### src/sv/bbfs_pkg.sv
`timescale 1ns / 1ps
// ----------------------------------------------------------------------------
// bbfs_pkg: shared types and constants of the bus byte frame segmenter
// Holds the action, result kind and cut reason codes, the configuration
// register indexes with their reset values, and the result word layout.
// ----------------------------------------------------------------------------
package bbfs_pkg;

  // Input actions.
  localparam logic [1:0] ACT_BEGIN  = 2'd0;
  localparam logic [1:0] ACT_BYTE   = 2'd1;
  localparam logic [1:0] ACT_POLL   = 2'd2;
  localparam logic [1:0] ACT_FINISH = 2'd3;

  // Result kinds.
  localparam logic [1:0] KIND_BYTE  = 2'd0;
  localparam logic [1:0] KIND_CLOSE = 2'd1;
  localparam logic [1:0] KIND_NONE  = 2'd2;

  // Reasons a frame is cut.
  localparam logic [2:0] CUT_DIR    = 3'd0;
  localparam logic [2:0] CUT_IDLE   = 3'd1;
  localparam logic [2:0] CUT_CAP    = 3'd2;
  localparam logic [2:0] CUT_FULL   = 3'd3;
  localparam logic [2:0] CUT_WINDOW = 3'd4;

  // Configuration register indexes.
  localparam logic [2:0] REG_WINDOW_MS      = 3'd0;
  localparam logic [2:0] REG_IDLE_GAP_MS    = 3'd1;
  localparam logic [2:0] REG_FRAME_LIMIT    = 3'd2;
  localparam logic [2:0] REG_FRAME_BYTE_CAP = 3'd3;
  localparam logic [2:0] REG_BYTE_BUDGET    = 3'd4;

  localparam int CFG_IDX_W  = 3;
  localparam int CFG_DATA_W = 32;

  // Configuration reset values.
  localparam logic [31:0] WINDOW_MS_RST      = 32'd30000;
  localparam logic [15:0] IDLE_GAP_MS_RST    = 16'd5;
  localparam logic [15:0] FRAME_LIMIT_RST    = 16'd256;
  localparam logic [15:0] FRAME_BYTE_CAP_RST = 16'd256;
  localparam logic [23:0] BYTE_BUDGET_RST    = 24'd65536;

  // Most results one input word can cause.
  localparam int MAX_RES = 3;

  // Bus widths.
  localparam int IN_DATA_W  = 48;
  localparam int OUT_DATA_W = 112;

  // One result word, without the per-input flags.
  typedef struct packed {
    logic [1:0]  kind;
    logic [7:0]  data_byte_out;
    logic [15:0] frame_index;
    logic        frame_direction;
    logic [31:0] frame_offset_ms;
    logic [31:0] frame_gap_ms;
    logic [15:0] frame_length;
    logic [2:0]  cut_reason;
  } res_t;

  // All results of one input word together with its end-of-input flags.
  typedef struct packed {
    res_t [MAX_RES-1:0] res;
    logic [1:0]         cnt;
    logic               truncated;
    logic               done_res;
  } batch_t;

endpackage

### src/sv/bbfs_out.sv
`timescale 1ns / 1ps
// ----------------------------------------------------------------------------
// bbfs_out: result buffer
// Holds the up to three results of one input word and sends one word a cycle
// unless stalled, front slot first. A new batch loads as the last word leaves.
// ----------------------------------------------------------------------------
module bbfs_out (
  input  logic             clk,
  input  logic             rst_n,
  input  logic             batch_valid,
  output logic             batch_ready,
  input  bbfs_pkg::batch_t batch,
  output logic             out_valid,
  input  logic             out_ready,
  output bbfs_pkg::res_t   out_res,
  output logic             out_truncated,
  output logic             out_done_res,
  output logic             out_last
);

  bbfs_pkg::res_t res_r [bbfs_pkg::MAX_RES];
  logic [1:0]     rem_r;
  logic           trunc_r;
  logic           done_r;
  logic           take;
  logic           load;

  assign out_valid     = rem_r != 2'd0;
  assign take          = out_valid && out_ready;
  assign batch_ready   = (rem_r == 2'd0) || (rem_r == 2'd1 && take);
  assign load          = batch_valid && batch_ready;
  assign out_res       = res_r[0];
  assign out_truncated = trunc_r;
  assign out_done_res  = done_r;
  assign out_last      = rem_r == 2'd1;

  // Count of words still to send.
  always_ff @(posedge clk) begin
    if (!rst_n) begin
      rem_r <= 2'd0;
    end else if (load) begin
      rem_r <= batch.cnt;
    end else if (take) begin
      rem_r <= rem_r - 2'd1;
    end
  end

  // Result slots: load a batch or shift toward the front slot.
  always_ff @(posedge clk) begin
    if (load) begin
      res_r[0] <= batch.res[0];
      res_r[1] <= batch.res[1];
      res_r[2] <= batch.res[2];
      trunc_r  <= batch.truncated;
      done_r   <= batch.done_res;
    end else if (take) begin
      res_r[0] <= res_r[1];
      res_r[1] <= res_r[2];
    end
  end

endmodule

### config.mk
export PLATFORM = sky130hd
export DESIGN_NAME = bbfs_out
export DESIGN_NICKNAME = d
export VERILOG_FILES = /design/src/sv/bbfs_pkg.sv /design/src/sv/bbfs_out.sv
export SDC_FILE = /design/constraint.sdc
export NUM_CORES = 1
export LEC_CHECK = 0
export BUFFER_PORTS_ARGS = -buffer_cell sky130_fd_sc_hd__buf_2
export CELL_PAD_IN_SITES_DETAIL_PLACEMENT = 0
export CELL_PAD_IN_SITES_GLOBAL_PLACEMENT = 1
export CORE_AREA = 5 5 186 188
export CTS_CLUSTER_SIZE = 12
export DETAILED_ROUTE_END_ITERATION = 10
export DIE_AREA = 0 0 191 193
export GPL_TIMING_DRIVEN = 1
export HOLD_SLACK_MARGIN = 0.05
export PLACE_DENSITY_LB_ADDON = 0.05
export SLEW_MARGIN = 20
export SYNTH_ARGS = -nofsm -noshare
export SYNTH_HDL_FRONTEND = slang
export SYNTH_SLANG_ARGS = --single-unit
### constraint.sdc
create_clock -name clk -period 13.7 [get_ports clk]
set_input_delay 2.74 -clock clk [delete_from_list [all_inputs] [get_ports clk]]
set_output_delay 2.74 -clock clk [all_outputs]
set_load 0.005 [all_outputs]
==> impl_metrics.json, run 1 <==
{
  "status": "finished, final reports clean",
  "place.gp.congestion": 0.760,
  "detail_route.wl_per_cell_um": 20.2,
  "synth.yosys.warnings": 0,
  "wl_mm": 31.4,
  "synth_seq_cells": 334,
  "drt_first_pass_iters": 4,
  "grt_pass1_vias": 7276,
  "syn-instance-count": 709,
  "critPathKind": "in -> out",
  "report.final.hold_viol_count": 0,
  "holdCritPathClass": "reg -> reg",
  "cts-root-to-sink-buffers": 3,
  "synth_top_family_by_area": "multiplexers",
  "ys_top_cells_by_area": "sky130_fd_sc_hd__edfxtp_1 (69%), sky130_fd_sc_hd__mux2_4 (21%), sky130_fd_sc_hd__buf_4 (5.7%)",
  "finalNetCount": 1412,
  "route.detailed.drc": 0,
  "cts_made_buffers": 38,
  "fin_ws_ns": 7.74,
  "critical-path-top-cell-by-count": "sky130_fd_sc_hd__buf_2",
  "tritoncts_clock_tree": "done",
  "total_vias_in_the_final_route": 7042,
  "core.rowCount": 67,
  "post_layout_utilization_of_the_core": 0.529,
  "power.density_nw_per_um2": 185,
  "report.final.setup_viol": 0,
  "track_usage": 0.161,
  "largest_net_degree_at_the_start_of_global_routing": 144,
  "setup-tns-final_ns": 0,
  "cp_slowest_cell": "sky130_fd_sc_hd__a21o_1",
  "max_slew_margin": 0.252,
  "power.leakage_nw": 7.60,
  "synth_xor_xnor_area_share": 0,
  "clock.fmax_mhz": 168,
  "worstPathCellList": "buf_2 -> a21o_1 -> buf_2",
  "io_pins": 453,
  "final_min_period_over_clock_period": 0.435,
  "cts_resized": 0,
  "worst_ir_drop_vdd_uv": 180,
  "clock_tree.root_cell": "sky130_fd_sc_hd__clkbuf_16",
  "post-cts-setup-buffers": 0,
  "simple_gate_share_of_the_synthesized_area": 0.00362,
  "pre_cts_slack_ns": 7.45,
  "cts.hold.buffers_added": 0,
  "clk-insertion-delay-late_ns": 0.51,
  "drt-vias-per-instance": 4.53,
  "yosys.area.top_type_share": 0.687,
  "synth_top_area_cell": "sky130_fd_sc_hd__edfxtp_1",
  "rsz0062_at_grt": "false",
  "cp_top_family": "buffers and inverters",
  "post_synth_fa_ha_maj_area_fraction": 0.00172,
  "synth.yosys.seq_area_share": 0.690,
  "synthToLayoutAreaGrowth_pct": 20.0,
  "syn_area_um2": 14500,
  "final_layout_size_suffix_gt1_frac": 0.664,
  "detail_route.iter0.violations": 316,
  "hpwl_reported_at_the_end_of_detailed_placement_mm": 22.9,
  "worst-path-buf-inv": 2,
  "global_route_wire_length_before_repair_mm": 44.2,
  "critPathMaxFanout": 5,
  "synth_compound_gate_area_share": 0.00276,
  "area_of_the_die_um2": 36900,
  "period_minus_ws_final_ns": 5.96,
  "numPortBuffers": 452,
  "clk_transition_reported_paths_ns": 0.06,
  "cap_viol_max_count": 0,
  "antenna_found_initial": 23,
  "floorplan.initialDensity": 0.441,
  "die_w_um": 191,
  "postSynthAreaPerCell_um2": 20.5,
  "postRouteAntennaNets": 0,
  "worst-slew-pin-transition_ns": 1.12,
  "die_height_um": 193,
  "critical_path_required_ns": 10.96,
  "synth_fp_nets": 1049,
  "worst-endpoint-arrival_ns": 3.22,
  "synth.lib_cells_used.distinct": 22,
  "gr-total-overflow": 0,
  "final-max-slew-violation-count": 0,
  "h_tree_depth_reported_by_cts": 2,
  "crit_path_max_incr_delay_ns": 0.21,
  "coreArea_um2": 32900,
  "synth.area.mux_share": 0.223,
  "worst_setup_path_end_kind": "primary output",
  "worst_clock_skew_ns": 0.00944,
  "numClockSinks": 334,
  "timing.critical_path.from_type": "input port"
}
worst paths after layout:
kind / to / slack [ns] / start / cells after the start
hold / removal: rem_r[0] / 0.52 / rem_r[0] / 2
setup / recovery: batch_ready / 7.74 / out_ready / 3
hold reg to reg: rem_r[0] / 0.52 / rem_r[0] / 2
setup reg to reg: res_r[0][135] / 9.78 / rem_r[0] / 6
state kept, by name, indices dropped and copies added, names as in the netlist:
signal,flops
rem_r,2
res_r,330
out_done_res,1
out_truncated,1
per-layer routing:
metal  track usage  up-vias  routed length, um
met4        0.0541       30                894
li1              -     3334                  -
met1         0.182     3290              11300
met2         0.270      303              15400
met5             0        -                172
met3        0.0801       85               3660
cell type report:
class / count / area, um^2
inverter: 5 / 26.3
multi-input combinational: 236 / 3360
antenna: 9 / 22.5
sequential: 334 / 10000
fill: 2796 / 15500
tap: 448 / 561
timing repair buffer: 457 / 2300
clock buffer: 50 / 1060
clock inverter: 17 / 76.3
synthesized netlist by cell type, drive strengths merged:
library cell  instances
edfxtp              332
mux2                220
buf                 134
inv                   5
nand2                 3
a211o                 2
dfxtp                 2
ha                    2
nand3                 2
a2111oi               1
a21o                  1
a31oi                 1
and2                  1
and3                  1
mux2i                 1
nor2                  1
kinds of logic after synthesis:
kind of cell / Yosys count
fa+ha+maj: 2
mux: 221
compound gates: 5
flops: 334
buf+inv: 139
simple gates: 8
power breakdown:
part           switching (W)  internal [W]
clock network       0.000384      0.000542
logic               0.000355      0.000379
registers          0.0000619       0.00150
total               0.000801       0.00242
metrics by stage:
| stage | hold slack (ns) | area [um^2] | std cells | total power (W) |
|---|---|---|---|---|
| 2_1_floorplan | 0.467 | 14500 | 709 | 0.00225 |
| 3_3_place_gp | 0.498 | 16300 | 1480 | 0.00232 |
| 3_5_place_dp | 0.510 | 16300 | 1480 | 0.00234 |
| 4_1_cts | 0.516 | 17400 | 1547 | 0.00328 |
| 5_1_grt | 0.547 | 17400 | 1553 | 0.00338 |
| 6_report | 0.522 | 17400 | 1556 | 0.00322 |
worst min-delay path, delay by kind of cell (launching register included):
family,cells,cell delay (ns)
and+or+nand+nor,1,0.07
AOI/OAI and AO/OA,1,0.07
DFF,1,0.34
layout by cell type (no fill, tap or decap), drive strengths merged:
| cell type | Yosys | layout |
|---|---|---|
| edfxtp | 332 | 332 |
| clkinvlp | 0 | 1 |
| and3 | 1 | 1 |
| nand3 | 2 | 2 |
| a211o | 2 | 2 |
| mux2i | 1 | 1 |
| and2 | 1 | 1 |
| a21o | 1 | 1 |
| nor2 | 1 | 1 |
| clkbuf | 0 | 50 |
| dfxtp | 2 | 2 |
| nand2 | 3 | 3 |
| mux2 | 220 | 220 |
| a31oi | 1 | 1 |
| buf | 134 | 457 |
| clkinv | 0 | 16 |
| a2111oi | 1 | 1 |
| ha | 2 | 2 |
| diode | 0 | 9 |
| inv | 5 | 5 |
(Power assumes the default switching activity.)
==> run 2, diff against run 1 <==
Settings changed: CORE_AREA 5 5 186 188 to 5 5 199 201, DIE_AREA 0 0 191 193 to 0 0 204 206.
Clock period 13.7 ns to 5 ns, I/O delays scaled along.
==> run 2 against run 1 <==
  * Register-to-register slack got worse by 7.8 ns
  * Critical path depth increased by 3
  * First-iteration DRC count is 11% lower
  * Clock-buffer cell count grew 2
  * Critical endpoint is now res_r[0][125]
==> impl_metrics.json, run 2 (same netlist as run 1, synthesis figures left out) <==
{
  "antenna_found_initial": 28,
  "detail_route.wl_per_cell_um": 20.6,
  "grt_pass1_vias": 7291,
  "power.leakage_nw": 7.65,
  "die_w_um": 204,
  "numPortBuffers": 452,
  "cts_made_buffers": 40,
  "numClockSinks": 334,
  "largest_net_degree_at_the_start_of_global_routing": 83,
  "share_seq_of_total_power": 0.476,
  "cap_viol_max_count": 0,
  "synthToLayoutAreaGrowth_pct": 21.4,
  "final_layout_size_suffix_gt1_frac": 0.667,
  "final-max-slew-violation-count": 0,
  "io_pins": 453,
  "multi_input_comb_area_um2": 3370,
  "worst_ir_drop_vdd_uv": 313,
  "clock.fmax_mhz": 333,
  "clock_tree.root_cell": "sky130_fd_sc_hd__clkbuf_16",
  "power.combinational.fraction": 0.228,
  "worst_setup_path_end_kind": "flop",
  "wl_mm": 33.4,
  "post-cts-setup-buffers": 0,
  "worst-endpoint-arrival_ns": 3.14,
  "flip_flop_count_of_the_largest_register_after_layout": 330,
  "clk-insertion-delay-late_ns": 0.52,
  "ff_latch_area_um2": 10000,
  "hold-worst-slack_ns": 0.514,
  "core.rowCount": 71,
  "final_common_cell": "sky130_fd_sc_hd__buf_2",
  "max_flop_register": "res_r",
  "crit_path_max_incr_delay_ns": 0.90,
  "critPathKind": "reg -> reg",
  "num-fill-cells": 3345,
  "global_route_wire_length_before_repair_mm": 46.7,
  "tritoncts_clock_tree": "done",
  "rsz0062_at_grt": "false",
  "intPower_w": 0.00673,
  "status": "finished, final reports clean",
  "switching_share": 0.249,
  "cp_slowest_cell": "sky130_fd_sc_hd__buf_4",
  "cts-root-to-sink-buffers": 3,
  "drt_first_pass_iters": 4,
  "critPathMaxFanout": 82,
  "critical_path_required_ns": 5.14,
  "worstPathCellList": "inv_1 -> ha_1 -> mux2i_4 -> clkinvlp_4 -> buf_6 -> buf_4",
  "holdCritPathClass": "reg -> reg",
  "fin_ws_ns": 2.00,
  "route.detailed.drc": 0,
  "pre_cts_slack_ns": 1.30,
  "report.final.hold_viol_count": 0,
  "gr-total-overflow": 0,
  "h_tree_depth_reported_by_cts": 2,
  "place.gp.congestion": 0.766,
  "cts.hold.buffers_added": 0,
  "setup-tns-final_ns": 0,
  "clk_transition_reported_paths_ns": 0.05,
  "coreArea_um2": 37400,
  "floorplan.initialDensity": 0.388,
  "track_usage": 0.151,
  "report.final.setup_viol": 0,
  "hpwl_reported_at_the_end_of_detailed_placement_mm": 24.8,
  "final_min_period_over_clock_period": 0.601,
  "worst_clock_skew_ns": 0.0105,
  "period_minus_ws_final_ns": 3.00,
  "max_slew_margin": 0.319,
  "switchingPower_w": 0.00224,
  "worst-path-buf-inv": 4,
  "cp_top_family": "buffers and inverters",
  "finalNetCount": 1419,
  "mostFrequentLayoutCells": "sky130_fd_sc_hd__buf_2 (452), sky130_fd_sc_hd__edfxtp_1 (332), sky130_fd_sc_hd__mux2_4 (200)",
  "area_of_the_die_um2": 42000,
  "worst-slew-pin-transition_ns": 1.02,
  "power.share.clock": 0.297,
  "postRouteAntennaNets": 0,
  "detail_route.iter0.violations": 281,
  "power.density_nw_per_um2": 509,
  "timing.critical_path.from_type": "flop",
  "die_height_um": 206,
  "regs_by_ff_count": "res_r x330, rem_r x2",
  "drt-vias-per-instance": 4.31,
  "cts_resized": 0,
  "total_vias_in_the_final_route": 7003
}
[run 2: cell type report]
cell class                      instances  area share
Tap cell                              511      0.0363
Timing Repair Buffer                  462       0.134
Multi-Input combinational cell        236       0.191
Sequential cell                       334       0.568
Antenna cell                            9     0.00128
Clock inverter                         14     0.00654
Clock buffer                           52      0.0606
Inverter                                5     0.00128
[run 2: power by group through the flow]
stage | logic, W | clock network, W | registers [W]
finish | 0.00204 | 0.00266 | 0.00427
global route | 0.00220 | 0.00288 | 0.00434
CTS | 0.00210 | 0.00277 | 0.00428
detailed placement | 0.00209 | 0 | 0.00433
global placement | 0.00209 | 0 | 0.00432
floorplan | 0.00180 | 0 | 0.00436
[run 2: layer usage]
metal  wire length, um  track usage  share of wire  vias up
li1                  -            -              -     3352
met4               899       0.0500          0.027       34
met1             12500        0.176           0.38     3229
met2             15700        0.239           0.47      293
met5               225            0         0.0067        -
met3              3970       0.0835           0.12       95
[run 2: through the flow]
| stage | cell area, um^2 | util | power (W) | std cells |
|---|---|---|---|---|
| final | 17600 | 0.471 | 0.00897 | 1623 |
| after global routing | 17600 | 0.471 | 0.00942 | 1621 |
| after CTS | 17600 | 0.470 | 0.00915 | 1614 |
| after detailed placement | 16400 | 0.439 | 0.00643 | 1548 |
| after global placement | 16400 | 0.439 | 0.00641 | 1548 |
| after floorplan | 14500 | - | 0.00615 | 709 |
[run 2: worst paths after layout]
| check | from | to | slack, ns | cells past startpoint |
|---|---|---|---|---|
| max | rem_r[0] | res_r[0][125] | 2.00 | 6 |
| min | rem_r[0] | rem_r[0] | 0.51 | 2 |
| max reg2reg | rem_r[0] | res_r[0][125] | 2.00 | 6 |
| min reg2reg | rem_r[0] | rem_r[0] | 0.51 | 2 |
[run 2: worst reg2reg max path: stages (launching register included)]
cell and delay, ns:
sky130_fd_sc_hd__dfxtp_1 0.37, sky130_fd_sc_hd__inv_1 0.06, sky130_fd_sc_hd__ha_1 0.27, sky130_fd_sc_hd__mux2i_4 0.24, sky130_fd_sc_hd__clkinvlp_4 0.09, sky130_fd_sc_hd__buf_6 0.60
sky130_fd_sc_hd__buf_4 0.94
==> run 3, diff against run 2 <==
Settings changed: CORE_AREA 5 5 199 201 to 5 5 190 192, DIE_AREA 0 0 204 206 to 0 0 195 197.
Clock period 5 ns to 3.05 ns, I/O delays scaled along.
==> run 3 against run 2 <==
  * Highest routed layer unchanged
  * Power is 63% higher
  * Combinational power rose by 70%
  * Largest power group unchanged
  * Critical path type is now reg -> out
  * Largest cell class unchanged
  * Sequential power rose by 63%
==> impl_metrics.json, run 3 (same netlist as run 1, synthesis figures left out) <==
{
  "status": "finished, final reports clean",
  "largest_net_degree_at_the_start_of_global_routing": 99,
  "cts_resized": 0,
  "total_vias_in_the_final_route": 7067,
  "coreArea_um2": 34200,
  "synthToLayoutAreaGrowth_pct": 21.8,
  "worst-path-buf-inv": 2,
  "hpwl_reported_at_the_end_of_detailed_placement_mm": 24.0,
  "hold-worst-slack_ns": 0.274,
  "rsz0062_at_grt": "false",
  "die_height_um": 197,
  "grt_pass1_vias": 7588,
  "fin_total_pwr_w": 0.0146,
  "cap_viol_max_count": 0,
  "critPathMaxFanout": 5,
  "holdCritPathClass": "in -> reg",
  "report.final.setup_viol": 0,
  "cp_slowest_cell": "sky130_fd_sc_hd__dfxtp_1",
  "setup-tns-final_ns": 0,
  "worst_ir_drop_vdd_uv": 541,
  "cts-root-to-sink-buffers": 3,
  "floorplan.initialDensity": 0.424,
  "route.detailed.drc": 0,
  "final_common_cell": "sky130_fd_sc_hd__buf_2",
  "mostFrequentLayoutCells": "sky130_fd_sc_hd__buf_2 (452), sky130_fd_sc_hd__edfxtp_1 (332), sky130_fd_sc_hd__mux2_4 (200)",
  "track_usage": 0.160,
  "clk-insertion-delay-late_ns": 0.51,
  "timing.critical_path.from_type": "flop",
  "period_minus_ws_final_ns": 2.13,
  "clk_transition_reported_paths_ns": 0.06,
  "final-max-slew-violation-count": 0,
  "crit_path_max_incr_delay_ns": 0.34,
  "cts_made_buffers": 39,
  "max_flop_register": "res_r",
  "area_of_the_die_um2": 38400,
  "post_layout_utilization_of_the_core": 0.517,
  "power.density_nw_per_um2": 827,
  "rrSetupSlack_ns": 0.99,
  "core.rowCount": 68,
  "worst_setup_path_end_kind": "primary output",
  "flip_flop_count_of_the_largest_register_after_layout": 330,
  "critPathKind": "reg -> out",
  "place.gp.congestion": 0.764,
  "final_layout_size_suffix_gt1_frac": 0.669,
  "wl_mm": 32.0,
  "gr-total-overflow": 0,
  "global_route_wire_length_before_repair_mm": 46.8,
  "worst-endpoint-arrival_ns": 1.52,
  "final_min_period_over_clock_period": 0.699,
  "io_pins": 453,
  "antenna_found_initial": 26,
  "drt_first_pass_iters": 4,
  "numClockSinks": 334,
  "postRouteAntennaNets": 0,
  "worst_clock_skew_ns": 0.00679,
  "worst-slew-pin-transition_ns": 0.551,
  "worstPathCellList": "inv_2 -> ha_1 -> a21o_1 -> buf_2",
  "die_w_um": 195,
  "numPortBuffers": 452,
  "clock.fmax_mhz": 469,
  "max_slew_margin": 0.633,
  "critical_path_required_ns": 2.44,
  "clock_tree.root_cell": "sky130_fd_sc_hd__clkbuf_16",
  "numPlacedInstances": 1502,
  "power.leakage_nw": 7.71,
  "cp_top_family": "flip-flops",
  "h_tree_depth_reported_by_cts": 2,
  "cts.hold.buffers_added": 0,
  "detail_route.iter0.violations": 304,
  "stdcell_count": 1584,
  "drt-vias-per-instance": 4.46,
  "finalNetCount": 1428,
  "tritoncts_clock_tree": "done",
  "regs_by_ff_count": "res_r x330, rem_r x2",
  "post-cts-setup-buffers": 0,
  "report.final.hold_viol_count": 0,
  "detail_route.wl_per_cell_um": 20.2
}
==> run 3: cell types whose count changed in the layout (fill, tap and decap cells not counted), sizes merged <==
| cell | previous run | this run |
|---|---|---|
| diode | 9 | 13 |
| clkbuf | 52 | 54 |
| bufinv | 2 | 0 |
| clkinvlp | 2 | 1 |
| clkinv | 11 | 15 |
| buf | 462 | 472 |
==> run 3: per-layer routing <==
| metal | up-vias | track usage | routed length [um] |
|---|---|---|---|
| met5 | - | 0 | 159 |
| met4 | 26 | 0.0445 | 813 |
| met3 | 80 | 0.0776 | 3440 |
| met2 | 297 | 0.267 | 15600 |
| met1 | 3280 | 0.185 | 12000 |
| li1 | 3384 | - | - |
==> run 3: cell type report <==
cell class / instances / area (um^2)
Sequential cell: 334 / 10000
Tap cell: 455 / 569
Antenna cell: 13 / 32.5
Clock buffer: 54 / 1070
Clock inverter: 15 / 62.6
Inverter: 5 / 22.5
Fill cell: 2957 / 16500
Timing Repair Buffer: 472 / 2520
Multi-Input combinational cell: 236 / 3380
==> run 3: path summary, 6_finish.rpt <==
kind                                 start       endpoint  cells after the start
worst max-delay path              rem_r[1]    batch_ready                      4
worst min-delay path            batch[269]   res_r[1][45]                      1
worst max register to register    rem_r[1]  res_r[0][177]                      7
worst min register to register    rem_r[0]       rem_r[0]                      2
==> run 3: report_power, final <==
| group | internal (W) | leakage, nW | switching, W |
|---|---|---|---|
| logic | 0.00183 | 3.92 | 0.00164 |
| registers | 0.00670 | 3.24 | 0.000279 |
| clock network | 0.00245 | 0.556 | 0.00172 |
==> run 3: per-stage QoR <==
stage	worst slack, ns	area (um^2)
2_1_floorplan	-1.49	14500
3_3_place_gp	0.804	16500
3_5_place_dp	0.778	16500
4_1_cts	0.892	17600
5_1_grt	0.855	17700
6_report	0.917	17700
